$ cat config.mk
export PLATFORM = sky130hd
export DESIGN_NAME = image_chunk_packetizer
export DESIGN_NICKNAME = d
export VERILOG_FILES = /design/src/rtl/icp_pkg.sv /design/src/rtl/image_chunk_packetizer.sv /design/src/rtl/icp_div.sv /design/src/rtl/icp_fifo.sv /design/src/rtl/icp_front.sv /design/src/rtl/icp_back.sv
export SDC_FILE = /design/constraint.sdc
export NUM_CORES = 1
export LEC_CHECK = 0
export BUFFER_PORTS_ARGS = -buffer_cell sky130_fd_sc_hd__buf_2
export CAP_MARGIN = 5
export CORE_AREA = 2 2 187 189
export DETAILED_ROUTE_END_ITERATION = 8
export DIE_AREA = 0 0 189 191
export PLACE_DENSITY = 0.76
export SLEW_MARGIN = 10
export SYNTH_ARGS = -nofsm -noshare
export SYNTH_HDL_FRONTEND = slang
export SYNTH_SLANG_ARGS = --single-unit
$ cat constraint.sdc
create_clock -name clk -period 10.6 [get_ports clk]
set_input_delay 1.06 -clock clk [delete_from_list [all_inputs] [get_ports clk]]
set_output_delay 1.06 -clock clk [all_outputs]
set_load 0.05 [all_outputs]
$ cat src/rtl/icp_pkg.sv
package icp_pkg;

  localparam int HEADER_BYTES = 6;
  localparam int LIMIT_W      = 17;
  localparam int CFG_ADDR_W   = 4;
  localparam int CFG_DATA_W   = 16;
  localparam int FIFO_DEPTH   = 4;

  localparam logic [CFG_ADDR_W-1:0] REG_MAX_PAYLOAD = 4'd0;
  localparam logic [CFG_ADDR_W-1:0] REG_VERSION     = 4'd1;

  localparam logic [15:0] MAX_PAYLOAD_RST = 16'd1466;
  localparam logic [7:0]  VERSION_RST     = 8'd1;

  // header byte positions within a datagram
  localparam logic [2:0] HDR_VERSION = 3'd0;
  localparam logic [2:0] HDR_ID_HI   = 3'd1;
  localparam logic [2:0] HDR_ID_LO   = 3'd2;
  localparam logic [2:0] HDR_CHUNK   = 3'd3;
  localparam logic [2:0] HDR_CAMERA  = 3'd4;
  localparam logic [2:0] HDR_TOTAL   = 3'd5;
  localparam logic [2:0] PH_PAYLOAD  = 3'd6;

  typedef struct packed {
    logic [7:0]  payload;
    logic        hdr;
    logic        eod;
    logic        eoi;
    logic [7:0]  version;
    logic [15:0] image_id;
    logic [7:0]  chunk_idx;
    logic [7:0]  camera;
    logic [7:0]  total;
  } icp_entry_t;

  typedef struct packed {
    logic full;
    logic empty;
  } icp_fifo_stat_t;

endpackage

$ cat src/rtl/image_chunk_packetizer.sv
// Path: each byte enters the queue when accepted and leaves by the single output register;
//   the first byte of an image waits for the chunk count, a bit-serial divide by max_payload.
// Throughput: 1 result per cycle while out_ready is high; input runs at 1 byte per cycle, held
//   off during the divide and while the 4-entry queue is full as six header bytes go out.
// Reset: rst_n synchronous, active low; clears image id, counters, queue and output valid,
//   and loads max_payload = 1466, protocol_version = 1.
module image_chunk_packetizer
  import icp_pkg::*;
#(
  parameter int LENGTH_BITS = 24
) (
  input  logic                                clk,
  input  logic                                rst_n,
  input  logic                                in_tvalid,
  output logic                                in_tready,
  // payload_byte [7:0], camera_id [15:8], image_length [LENGTH_BITS+15:16], zero fill
  input  logic [((LENGTH_BITS+16+7)/8)*8-1:0] in_tdata,
  output logic                                out_tvalid,
  input  logic                                out_tready,
  // out_byte [7:0]
  output logic [7:0]                          out_tdata,
  // is_header [0], end_of_image [1]
  output logic [1:0]                          out_tuser,
  output logic                                out_tlast,
  input  logic                                cfg_valid,
  output logic                                cfg_ready,
  input  logic [CFG_ADDR_W-1:0]               cfg_addr,
  input  logic [CFG_DATA_W-1:0]               cfg_data
);

  logic [15:0]        max_payload_r;
  logic [7:0]         version_r;
  logic [LIMIT_W-1:0] limit;

  icp_entry_t     q_wdata;
  icp_entry_t     q_head;
  icp_fifo_stat_t q_stat;
  logic           q_push;
  logic           q_pop;

  assign cfg_ready = 1'b1;

  always_ff @(posedge clk) begin
    if (!rst_n) begin
      max_payload_r <= MAX_PAYLOAD_RST;
      version_r     <= VERSION_RST;
    end else if (cfg_valid) begin
      case (cfg_addr)
        REG_MAX_PAYLOAD: max_payload_r <= cfg_data;
        REG_VERSION:     version_r     <= cfg_data[7:0];
        default: ;
      endcase
    end
  end

  // a register value of zero stands for 65536
  assign limit = (max_payload_r == '0) ? {1'b1, 16'd0} : {1'b0, max_payload_r};

  icp_front #(.LENGTH_BITS(LENGTH_BITS)) u_front (
    .clk       (clk),
    .rst_n     (rst_n),
    .in_valid  (in_tvalid),
    .in_ready  (in_tready),
    .in_byte   (in_tdata[7:0]),
    .in_camera (in_tdata[15:8]),
    .in_length (in_tdata[LENGTH_BITS+15:16]),
    .limit     (limit),
    .version   (version_r),
    .fifo_full (q_stat.full),
    .push      (q_push),
    .entry     (q_wdata)
  );

  icp_fifo u_fifo (
    .clk   (clk),
    .rst_n (rst_n),
    .push  (q_push),
    .wdata (q_wdata),
    .pop   (q_pop),
    .rdata (q_head),
    .stat  (q_stat)
  );

  icp_back u_back (
    .clk           (clk),
    .rst_n         (rst_n),
    .head          (q_head),
    .fifo_empty    (q_stat.empty),
    .pop           (q_pop),
    .out_valid     (out_tvalid),
    .out_ready     (out_tready),
    .out_byte      (out_tdata),
    .out_is_header (out_tuser[0]),
    .out_eod       (out_tlast),
    .out_eoi       (out_tuser[1])
  );

endmodule

$ cat src/rtl/icp_div.sv
module icp_div
  import icp_pkg::*;
#(
  parameter int LENGTH_BITS = 24
) (
  input  logic                   clk,
  input  logic                   rst_n,
  input  logic                   start,
  input  logic [LENGTH_BITS-1:0] dividend,
  input  logic [LIMIT_W-1:0]     divisor,
  output logic                   done,
  output logic [7:0]             quot_lo
);

  localparam int CNT_W = $clog2(LENGTH_BITS);

  logic                   busy_r, busy_nxt;
  logic                   done_r, done_nxt;
  logic [CNT_W-1:0]       cnt_r, cnt_nxt;
  logic [LENGTH_BITS-1:0] num_r, num_nxt;
  logic [LIMIT_W-1:0]     div_r, div_nxt;
  logic [LIMIT_W-1:0]     rem_r, rem_nxt;
  logic [7:0]             q_r, q_nxt;
  logic [LIMIT_W:0]       trial;
  logic [LIMIT_W:0]       diff;
  logic                   ge;

  // one quotient bit per cycle, restoring
  assign trial = {rem_r, num_r[LENGTH_BITS-1]};
  assign diff  = trial - {1'b0, div_r};
  assign ge    = trial >= {1'b0, div_r};

  always_comb begin
    busy_nxt = busy_r;
    done_nxt = 1'b0;
    cnt_nxt  = cnt_r;
    num_nxt  = num_r;
    div_nxt  = div_r;
    rem_nxt  = rem_r;
    q_nxt    = q_r;
    if (start) begin
      busy_nxt = 1'b1;
      cnt_nxt  = CNT_W'(LENGTH_BITS - 1);
      num_nxt  = dividend;
      div_nxt  = divisor;
      rem_nxt  = '0;
      q_nxt    = '0;
    end else if (busy_r) begin
      rem_nxt = ge ? diff[LIMIT_W-1:0] : trial[LIMIT_W-1:0];
      q_nxt   = {q_r[6:0], ge};
      num_nxt = {num_r[LENGTH_BITS-2:0], 1'b0};
      if (cnt_r == '0) begin
        busy_nxt = 1'b0;
        done_nxt = 1'b1;
      end else begin
        cnt_nxt = cnt_r - 1'b1;
      end
    end
  end

  always_ff @(posedge clk) begin
    if (!rst_n) begin
      busy_r <= 1'b0;
      done_r <= 1'b0;
      cnt_r  <= '0;
    end else begin
      busy_r <= busy_nxt;
      done_r <= done_nxt;
      cnt_r  <= cnt_nxt;
    end
    num_r <= num_nxt;
    div_r <= div_nxt;
    rem_r <= rem_nxt;
    q_r   <= q_nxt;
  end

  assign done    = done_r;
  assign quot_lo = q_r;

endmodule

$ cat src/rtl/icp_fifo.sv
module icp_fifo
  import icp_pkg::*;
(
  input  logic           clk,
  input  logic           rst_n,
  input  logic           push,
  input  icp_entry_t     wdata,
  input  logic           pop,
  output icp_entry_t     rdata,
  output icp_fifo_stat_t stat
);

  localparam int PTR_W = $clog2(FIFO_DEPTH);

  icp_entry_t       mem [FIFO_DEPTH];
  logic [PTR_W-1:0] wptr_r, wptr_nxt;
  logic [PTR_W-1:0] rptr_r, rptr_nxt;
  logic [PTR_W:0]   cnt_r, cnt_nxt;

  always_comb begin
    wptr_nxt = push ? wptr_r + 1'b1 : wptr_r;
    rptr_nxt = pop  ? rptr_r + 1'b1 : rptr_r;
    cnt_nxt  = cnt_r + (PTR_W+1)'(push) - (PTR_W+1)'(pop);
  end

  always_ff @(posedge clk) begin
    if (!rst_n) begin
      wptr_r <= '0;
      rptr_r <= '0;
      cnt_r  <= '0;
    end else begin
      wptr_r <= wptr_nxt;
      rptr_r <= rptr_nxt;
      cnt_r  <= cnt_nxt;
    end
    if (push) begin
      mem[wptr_r] <= wdata;
    end
  end

  assign rdata      = mem[rptr_r];
  assign stat.full  = cnt_r == (PTR_W+1)'(FIFO_DEPTH);
  assign stat.empty = cnt_r == '0;

endmodule

$ cat src/rtl/icp_front.sv
module icp_front
  import icp_pkg::*;
#(
  parameter int LENGTH_BITS = 24
) (
  input  logic                   clk,
  input  logic                   rst_n,
  input  logic                   in_valid,
  output logic                   in_ready,
  input  logic [7:0]             in_byte,
  input  logic [7:0]             in_camera,
  input  logic [LENGTH_BITS-1:0] in_length,
  input  logic [LIMIT_W-1:0]     limit,
  input  logic [7:0]             version,
  input  logic                   fifo_full,
  output logic                   push,
  output icp_entry_t             entry
);

  typedef enum logic [2:0] {
    F_RUN  = 3'b001,
    F_DIV  = 3'b010,
    F_PUSH = 3'b100
  } front_state_t;

  front_state_t           state_r, state_nxt;
  logic [LENGTH_BITS-1:0] rem_r, rem_nxt;
  logic [15:0]            bic_r, bic_nxt;
  logic [7:0]             ci_r, ci_nxt;
  logic [15:0]            id_r, id_nxt;
  logic [7:0]             total_r, total_nxt;
  logic [7:0]             cam_r, cam_nxt;
  logic [7:0]             byte_r, byte_nxt;

  logic                   accept;
  logic                   start_img;
  logic                   step;
  logic                   div_done;
  logic [7:0]             quot_lo;
  logic [LENGTH_BITS-1:0] rem_dec;
  logic [LIMIT_W-1:0]     bic_inc;
  logic                   eoi;
  logic                   eod;
  logic [7:0]             step_byte;

  icp_div #(.LENGTH_BITS(LENGTH_BITS)) u_div (
    .clk      (clk),
    .rst_n    (rst_n),
    .start    (start_img),
    .dividend (in_length),
    .divisor  (limit),
    .done     (div_done),
    .quot_lo  (quot_lo)
  );

  assign in_ready  = (state_r == F_RUN) && !fifo_full;
  assign accept    = in_valid && in_ready;
  assign start_img = accept && (rem_r == '0) && (in_length != '0);
  assign step      = (accept && (rem_r != '0)) || ((state_r == F_PUSH) && !fifo_full);

  assign rem_dec   = rem_r - 1'b1;
  assign bic_inc   = {1'b0, bic_r} + 1'b1;
  assign eoi       = rem_dec == '0;
  assign eod       = eoi || (bic_inc >= limit);
  assign step_byte = (state_r == F_PUSH) ? byte_r : in_byte;

  always_comb begin
    entry.payload   = step_byte;
    entry.hdr       = bic_r == '0;
    entry.eod       = eod;
    entry.eoi       = eoi;
    entry.version   = version;
    entry.image_id  = id_r;
    entry.chunk_idx = ci_r;
    entry.camera    = cam_r;
    entry.total     = total_r;
  end

  assign push = step;

  always_comb begin
    state_nxt = state_r;
    rem_nxt   = rem_r;
    bic_nxt   = bic_r;
    ci_nxt    = ci_r;
    id_nxt    = id_r;
    total_nxt = total_r;
    cam_nxt   = cam_r;
    byte_nxt  = byte_r;
    case (state_r)
      F_RUN: begin
        if (start_img) begin
          state_nxt = F_DIV;
          rem_nxt   = in_length;
          bic_nxt   = '0;
          ci_nxt    = '0;
          cam_nxt   = in_camera;
          byte_nxt  = in_byte;
        end
      end
      F_DIV: begin
        if (div_done) begin
          state_nxt = F_PUSH;
          total_nxt = quot_lo + 1'b1;
        end
      end
      F_PUSH: begin
        if (!fifo_full) begin
          state_nxt = F_RUN;
        end
      end
      default: begin
        state_nxt = F_RUN;
      end
    endcase
    if (step) begin
      rem_nxt = rem_dec;
      if (eod) begin
        bic_nxt = '0;
        ci_nxt  = ci_r + 1'b1;
      end else begin
        bic_nxt = bic_inc[15:0];
      end
      if (eoi) begin
        id_nxt = id_r + 1'b1;
        ci_nxt = '0;
      end
    end
  end

  always_ff @(posedge clk) begin
    if (!rst_n) begin
      state_r <= F_RUN;
      rem_r   <= '0;
      bic_r   <= '0;
      ci_r    <= '0;
      id_r    <= '0;
      total_r <= '0;
      cam_r   <= '0;
    end else begin
      state_r <= state_nxt;
      rem_r   <= rem_nxt;
      bic_r   <= bic_nxt;
      ci_r    <= ci_nxt;
      id_r    <= id_nxt;
      total_r <= total_nxt;
      cam_r   <= cam_nxt;
    end
    byte_r <= byte_nxt;
  end

`ifndef SYNTHESIS
  a_no_push_full: assert property (@(posedge clk) disable iff (!rst_n)
    push |-> !fifo_full) else $error("push into full queue");
  a_div_to_push: assert property (@(posedge clk) disable iff (!rst_n)
    (state_r == F_DIV) && div_done |=> state_r == F_PUSH)
    else $error("divider result not taken");
  a_eoi_idle: assert property (@(posedge clk) disable iff (!rst_n)
    push && entry.eoi |=> rem_r == '0) else $error("image did not close");
  a_first_hdr: assert property (@(posedge clk) disable iff (!rst_n)
    (state_r == F_PUSH) && push |-> entry.hdr && (entry.chunk_idx == '0))
    else $error("first byte of image without header");
`endif

endmodule

$ cat src/rtl/icp_back.sv
module icp_back
  import icp_pkg::*;
(
  input  logic       clk,
  input  logic       rst_n,
  input  icp_entry_t head,
  input  logic       fifo_empty,
  output logic       pop,
  output logic       out_valid,
  input  logic       out_ready,
  output logic [7:0] out_byte,
  output logic       out_is_header,
  output logic       out_eod,
  output logic       out_eoi
);

  logic [2:0] phase_r, phase_nxt;
  logic       ovalid_r, ovalid_nxt;
  logic [7:0] obyte_r, obyte_nxt;
  logic       ohdr_r, ohdr_nxt;
  logic       oeod_r, oeod_nxt;
  logic       oeoi_r, oeoi_nxt;
  logic       load;
  logic       hdr_byte;
  logic [7:0] hbyte;

  assign load     = !fifo_empty && (!ovalid_r || out_ready);
  assign hdr_byte = head.hdr && (phase_r != PH_PAYLOAD);
  assign pop      = load && !hdr_byte;

  always_comb begin
    case (phase_r)
      HDR_VERSION: hbyte = head.version;
      HDR_ID_HI:   hbyte = head.image_id[15:8];
      HDR_ID_LO:   hbyte = head.image_id[7:0];
      HDR_CHUNK:   hbyte = head.chunk_idx;
      HDR_CAMERA:  hbyte = head.camera;
      HDR_TOTAL:   hbyte = head.total;
      default:     hbyte = head.payload;
    endcase
  end

  always_comb begin
    phase_nxt  = phase_r;
    ovalid_nxt = ovalid_r && !out_ready;
    obyte_nxt  = obyte_r;
    ohdr_nxt   = ohdr_r;
    oeod_nxt   = oeod_r;
    oeoi_nxt   = oeoi_r;
    if (load) begin
      ovalid_nxt = 1'b1;
      if (hdr_byte) begin
        obyte_nxt = hbyte;
        ohdr_nxt  = 1'b1;
        oeod_nxt  = 1'b0;
        oeoi_nxt  = 1'b0;
        phase_nxt = phase_r + 1'b1;
      end else begin
        obyte_nxt = head.payload;
        ohdr_nxt  = 1'b0;
        oeod_nxt  = head.eod;
        oeoi_nxt  = head.eoi;
        phase_nxt = HDR_VERSION;
      end
    end
  end

  always_ff @(posedge clk) begin
    if (!rst_n) begin
      phase_r  <= HDR_VERSION;
      ovalid_r <= 1'b0;
    end else begin
      phase_r  <= phase_nxt;
      ovalid_r <= ovalid_nxt;
    end
    obyte_r <= obyte_nxt;
    ohdr_r  <= ohdr_nxt;
    oeod_r  <= oeod_nxt;
    oeoi_r  <= oeoi_nxt;
  end

  assign out_valid     = ovalid_r;
  assign out_byte      = obyte_r;
  assign out_is_header = ohdr_r;
  assign out_eod       = oeod_r;
  assign out_eoi       = oeoi_r;

`ifndef SYNTHESIS
  a_phase_range: assert property (@(posedge clk) disable iff (!rst_n)
    phase_r <= PH_PAYLOAD) else $error("header phase out of range");
  a_hdr_no_end: assert property (@(posedge clk) disable iff (!rst_n)
    out_valid && out_is_header |-> !out_eod && !out_eoi)
    else $error("end mark on header byte");
  a_pop_resets: assert property (@(posedge clk) disable iff (!rst_n)
    pop |=> phase_r == HDR_VERSION) else $error("phase not cleared after payload");
`endif

endmodule
**After elaboration in Yosys (flattened, before gate mapping)**

Memory sizes are Yosys's and may differ from the RTL's. A register that Yosys moved wholly into a read port is not among the register bits.
Cells that the tools add are included.

- Register bits after elaboration: 210
- Input port bits: 65
- Logic and storage cells: 139
- Memories: 1
- Output and inout port bits: 14
- Memory bits (writable): 236

Memories:

| name | words | width | rd ports | clocked after memory_dff | wr ports | RTL line | source |
|---|---|---|---|---|---|---|---|
| u_fifo.mem | 4 | 59 | 1 | 1 | 1 | icp_fifo.sv:15 | `icp_entry_t mem [FIFO_DEPTH];` |

- Add/subtract/negate cells: 12
- $lt $le $gt $ge: 2
- Bitwise operators: 3
- Equality and inequality tests: 15
- Reductions and logical operators: 42
- Mux-type cells: 37

Operators with widths:

| kind | number |
|---|---|
| two-way mux 24 bit | 5 |
| two-way mux 16 bit | 4 |
| two-way mux 8 bit | 7 |
| zero test 24 bit | 2 |
| case mux 8 bit (6 select lines) | 1 |
| nonzero test 24 bit | 2 |
| two-way mux 17 bit | 2 |
| zero test 16 bit | 2 |
| subtractor 24 x 1 -> 24 bit (second input constant) | 1 |
| greater-or-equal comparator 18 x 17 -> 1 bit | 1 |
| adder 16 x 1 -> 17 bit (second input constant) | 1 |
| greater-or-equal comparator 17 bit | 1 |
| subtractor 17 bit | 1 |
| adder 16 x 1 -> 16 bit (second input constant) | 1 |
| adder 8 x 1 -> 8 bit (second input constant) | 2 |
| AND reduction 2 bit | 8 |
| two-way mux 5 bit | 3 |
| equality test 3 bit (second input constant) | 4 |
| two-way mux 3 bit | 4 |
| logical AND 1 bit | 10 |
| equality test 3 x 2 -> 1 bit (second input constant) | 3 |
| case mux 3 bit (3 select lines) | 1 |
| two-way mux 1 bit | 8 |
| equality test 3 x 1 -> 1 bit (second input constant) | 2 |
| 20 further kinds | 35 |

**Longest topological paths before layout**

- Depth in word-level cells: 11
- Depth in mapped cells: 18
- Gate-level depth less buffers: 16

**Cells and area by module**

From an unflattened synthesis, not the netlist that was laid out.

- Cell total of the unflattened synthesis: 1587
- Area, all modules: 20340.8 um^2

By module, submodules not included:

| module | area each (um^2) | sequential area each (um^2) | instances | cells an instance |
|---|---|---|---|---|
| icp_fifo | 8969.9 | 7267.0 | 1 | 352 |
| icp_front | 5441.5 | 1901.8 | 1 | 659 |
| icp_div | 3784.9 | 1871.8 | 1 | 347 |
| image_chunk_packetizer | 1084.8 | 480.5 | 1 | 129 |
| icp_back | 1059.8 | 410.4 | 1 | 100 |

**Least setup slack after synthesis**

Ideal clock, no wire load.

- Kind: register -> register
- Start point: register u_front.state_r[0]
- End point: memory u_fifo.mem[0][0] in the netlist's numbering, enable pin
- Data arrival time: 4.636 ns
- Required time: 10.177 ns
- Library setup time: 0.423 ns
- Period minus slack after synthesis: 5.059 ns
- Buffers on the path: 3
- Stages on the path, launching flop included: 8
- Setup slack: 5.541 ns
- Cell sequence: dfxtp_1 clkbuf_1 nor4b_1 nand2_1 o22ai_1 clkbuf_1 clkbuf_1 and2_1

- Cells in the longest elaborated chain, start to end: 7
- Elaborated cells between the ends (all ways): 9
- Classes of those cells: 2 x eq/ne; 2 x mux; 5 x reduce/logical

RTL lines:

| what | RTL line | source |
|---|---|---|
| start, declared | icp_front.sv:26 | `front_state_t state_r, state_nxt;` |
| start signal, assigned | icp_front.sv:141 | `state_r <= state_nxt;` |
| equality test 3 x 1 -> 1 bit | icp_front.sv:56 | `assign in_ready = (state_r == F_RUN) && !fifo_full;` |
| logical AND 1 bit | icp_front.sv:56 |  |
| net in_tready | image_chunk_packetizer.sv:15 | `output logic in_tready,` |
| logical AND 1 bit | icp_front.sv:57 | `assign accept = in_valid && in_ready;` |
| logical AND 1 bit | icp_front.sv:59 | `assign step = (accept && (rem_r != '0)) \|\| ((state_r == F_PUSH) && !fifo_full);` |
| logical OR 1 bit | icp_front.sv:59 |  |
| two-way mux 1 bit | icp_fifo.sv:36 | `if (push) begin` |
| two-way mux 1 bit (implied by the code) | icp_fifo.sv:37 | `mem[wptr_r] <= wdata;` |
| end, declared | icp_fifo.sv:15 |  |

The timed path passes the listed nets, and every way through them passes these cells.

**Worst setup path in the final report**

- Start point: register u_front.rem_r[0]
- End point: register u_front.bic_r[9]

- Cells in the longest elaborated chain, start to end: 5
- Elaborated cells between the ends (all ways): 14
- Classes of those cells: 1 x add/sub; 2 x mux; 11 x reduce/logical

RTL lines:

| what | RTL line | source |
|---|---|---|
| start, declared | icp_front.sv:27 | `logic [LENGTH_BITS-1:0] rem_r, rem_nxt;` |
| start signal, assigned | icp_front.sv:142 | `rem_r <= rem_nxt;` |
| subtractor 24 x 1 -> 24 bit (tied with other cells) | icp_front.sv:61 | `assign rem_dec = rem_r - 1'b1;` |
| zero test 24 bit (tied with other cells) | icp_front.sv:63 | `assign eoi = rem_dec == '0;` |
| logical OR 1 bit (tied with other cells) | icp_front.sv:64 | `assign eod = eoi \|\| (bic_inc >= limit);` |
| two-way mux 16 bit or nonzero test 2 bit (tied branches) | -- |  |
| two-way mux 16 bit or AND reduction 2 bit (tied branches) | -- |  |
| end signal, assigned | icp_front.sv:143 | `bic_r <= bic_nxt;` |
| end, declared | icp_front.sv:28 | `logic [15:0] bic_r, bic_nxt;` |

Parallel ways exist; a longest one is shown, timed or not.
A chain may end at the register's enable or synchronous reset.

==> key figures <==
Outcome
  • Outcome: finished clean

Synthesis
  • Cell type with the highest aggregate area in the netlist: edfxtp_1
  • Most used DFF post-synth: edfxtp_1
  • Number of warning messages in the yosys log: 0
  • Synth top cells by count: edfxtp_1 (296), nand2_1 (206), dfxtp_1 (152), nor2_1 (109), a21oi_1 (105)
  • Fraction of registers with async set/reset: 0
  • Synth Net Count: 1751
  • Number of enable-type register cells in the synthesized netlist: 296
  • Dominant cell by count in the synthesized netlist: edfxtp_1
  • Number of instances in the synthesized netlist: 1630
  • Sequential element share of the synthesized area: 0.603
  • Post-Syn Area: 0.0198 mm^2
  • Leading cell types by total area after synthesis: edfxtp_1 (45%), dfxtp_1 (15%), mux4_2 (6.7%), nand2_1 (3.9%), ha_1 (3.4%)
  • Total of flip-flops plus latches after synthesis: 448
  • Netlist cell types: 74
  • Area share of the leading cell type in the synthesized netlist: 0.449
  • Mean instance size in the synthesized netlist: 12.1 um^2

Clocking
  • Clock sinks: 448
  • Post_cts resized: 0
  • CTS tree: done
  • Clock transition at path regs: 60 ps
  • Num CTS Buffers: 45
  • Clock insertion delay at the later pin of the skew report: 540 ps
  • CTS max path bufs: 3
  • Deepest level of the CTS H-tree: 2
  • Post-CTS Setup Bufs: 0
  • CTS Hold Buffers Added: 0
  • Clk root buf: clkbuf_16

Die
  • Width of the die: 189 um
  • Starting density of the core: 0.580
  • Number of standard-cell rows in the floorplan: 68
  • Area enclosed by the die boundary: 0.0361 mm^2
  • I/O pins: 79
  • Area of the core: 0.0341 mm^2
  • Die extent in y: 191 um

Cells and area
  • Share of post-route cells with drive strength above 1: 0.153
  • Final layout net count: 1787
  • Signed area change from the synthesized netlist to the final layout: 10.6%
  • Final cell utilization of the core: 0.642
  • Sequential cell area in the final layout: 0.0119 mm^2
  • Footprint of the multi-input gates: 0.00719 mm^2
  • Fill count: 2516
  • Diode insertion count for antenna repair: 0

Routing
  • Initial DRT Pass Iterations: 6
  • Routed via count divided by cell count: 6.02
  • Via count: 13.0k
  • Initial DRC count: 1116
  • DRC viols: 0
  • Final routed wirelength across all metal layers: 42600 um
  • Number of routed nets with antenna violations: 0
  • Drt wl/cell: 19.8 um

Global routing
  • Final global-route overflow total: 0
  • Global-route wire length before repair: 67500 um
  • Met1 routing resource usage after global routing: 0.331
  • Met2 usage: 0.403
  • GR Util All Layers: 0.238
  • Met3 demand-to-capacity share in global routing: 0.0318
  • Initial antenna violation count: 0
  • Largest net degree at the start of global routing: 66
  • Via count of the first global-routing pass: 12.5k
  • Most used routing layer in global routing: met2

Worst setup path
  • Cells along the critical path: inv_1 > ha_1 > nor3b_4 > nand4_2 > nor4_1 > o22ai_2 > inv_1 > nand2_1 > nor2_1 > a22o_1
  • Largest stage delay, worst path: 790 ps
  • CP top delay family: simple AND/OR/NAND/NOR gates
  • Slowest CP cell: inv_1
  • Worst EP arrival: 4960 ps
  • Crit-path most repeated cell: inv_1
  • WP data required: 11070 ps
  • Kind of start point of the critical path: flip-flop
  • Category of the most critical setup path: reg -> reg
  • Worst Path Buf+Inv: 2
  • Element type at the critical path end: flip-flop
  • Largest fanout on the critical path: 29
  • Beginning of the worst register-to-register path: u_front.rem_r[0]$_SDFFE_PN0P_
  • Setup slack of the most critical reg-to-reg path: 6110 ps
  • Endpoint of the worst-slack reg-to-reg timing path: u_front.bic_r[9]$_SDFFE_PN0P_
  • Worst reg2reg path depth: 10

Placement
  • Detailed Place HPWL: 27300 um
  • Count of buffers inserted at the top-level ports: 77
  • Global placement routability congestion: 0.857
  • Post-placement worst setup slack: 6160 ps

Timing
  • Final-report setup violation count: 0
  • Worst setup margin: 6110 ps
  • Crit path time final: 4490 ps
  • Final count of pins violating max slew: 0
  • Worst clock skew on the final layout: 13.1 ps
  • Total Negative Setup Slacks: 0 ps
  • Fmax: 223 MHz
  • Hold Fails Final Rpt: 0
  • Least-Margin Pin Slew: 1100 ps
  • Setup repair after global routing missed its margin: false
  • Fraction of the cycle the final worst path needs: 0.424
  • Worst Hold Slack: 466 ps
  • Max-Slew Margin vs Limit: 0.265

Min path
  • Min-Delay Path Depth: 0
  • End point of the worst hold path: u_front.u_div.div_r[5]$_DFFE_PP_
  • Startpoint of the most critical hold path: max_payload_r[5]$_SDFFE_PN1P_
  • Classification of the worst-slack hold path: reg -> reg

Pwr
  • Leakage power total: 7.86 nW
  • PD cells: 289 mW/mm^2
  • Total Power: 6.32 mW
  • IR Drop Worst-Case VDD: 0.187 mV

Flow run
  • Count of max-cap constraint violations: 0
## state kept, by name (all words and copies together), names as in the netlist, 16 cells and up, named ones only
register,flops
u_fifo.mem,236
u_front.rem_r,24
u_front.u_div.num_r,24
u_front.u_div.div_r,17
u_front.u_div.rem_r,17
max_payload_r,16
u_front.bic_r,16
u_front.id_r,16
## layout by cell type, fill, tap and decap left out, types with 5 or more instances in the layout
cell type,count
or2_2,11
xnor2_1,28
xor2_1,13
clkbuf_16,46
a31oi_1,7
mux2i_1,23
a211oi_1,15
nand4_1,15
buf_4,16
nand2b_1,20
mux2_2,9
or4_1,10
nor2_1,109
o211ai_1,22
o31ai_1,8
a32oi_1,5
nor4_1,23
nor3b_1,5
buf_2,77
nand2_1,206
inv_1,72
a221oi_1,5
clkinv_2,9
a21oi_1,105
edfxtp_1,296
mux4_2,59
and3_1,7
dfxtp_1,150
ha_1,54
nor3_1,27
and2_1,7
a221o_1,12
a22o_1,8
or3_1,7
clkbuf_1,13
nor2b_1,11
a222oi_1,7
o21ai_0,62
nand3_1,31
## worst reg2reg max path, delay by kind of cell, from the launching register on
kind / cells / cell delay, ps
compound gates: 2 / 420
flops: 1 / 380
simple gates: 5 / 2470
buf+inv: 2 / 880
fa+ha+maj: 1 / 270
## routing by layer
layer  vias up  routed length, um
met5         -                  0
met2       424              21000
met4         0                645
met3        51               2660
met1      6370              18300
li1       6135                  -
## report_power, final
group | switching (mW) | leakage (nW) | internal, mW | total (mW)
Sequential | 0.248 | 3.98 | 2.36 | 2.61
Clock | 0.637 | 0.690 | 0.871 | 1.51
Combinational | 1.36 | 3.19 | 0.837 | 2.20
## worst max path at each step
stage | slack (ps) | depth (start not counted) | endpoint | startpoint
4_1_cts | 6060 | 15 | u_front.bic_r[6]$_SDFFE_PN0P_ | u_front.bic_r[0]$_SDFFE_PN0P_
3_3_place_gp | 6250 | 15 | u_front.bic_r[12]$_SDFFE_PN0P_ | u_front.bic_r[0]$_SDFFE_PN0P_
2_1_floorplan | 5540 | 7 | u_fifo.mem[0][0]$_DFFE_PP_ | u_front.state_r[0]$_SDFFE_PN1P_
6_report | 6110 | 10 | u_front.bic_r[9]$_SDFFE_PN0P_ | u_front.rem_r[0]$_SDFFE_PN0P_
5_1_grt | 5670 | 11 | u_front.bic_r[6]$_SDFFE_PN0P_ | u_front.rem_r[0]$_SDFFE_PN0P_
3_5_place_dp | 6160 | 15 | u_front.bic_r[6]$_SDFFE_PN0P_ | u_front.bic_r[0]$_SDFFE_PN0P_
## through the flow
step / std cells / instance area, um^2
CTS: 2156 / 21900
finish: 2156 / 21900
detailed placement: 2074 / 20500
global placement: 2074 / 20500
floorplan: 1630 / 19800
global route: 2156 / 21900
## cells by family (layout without fill, tap and decap cells)
family	count (synthesis)	count (layout)	synth area share
other	1	1	0.000189
AOI/OAI and AO/OA	299	299	0.0972
adders and majority gates	56	56	0.0361
xor gates and xnor gates	41	41	0.0181
buffers and inverters	178	249	0.0358
DFF	448	448	0.603
and+or+nand+nor	516	516	0.126
muxes	91	91	0.0838
## layout make-up
| type | instances | share of cell area |
|---|---|---|
| clock buffers | 62 | 0.0567 |
| clock inverters | 20 | 0.00760 |
| inverters | 74 | 0.0127 |
| multi-input cells | 1004 | 0.329 |
| flip-flops and latches | 448 | 0.545 |
| well taps | 455 | 0.0260 |
| repair buffers | 93 | 0.0231 |
Power figures use the tool's default switching activity.
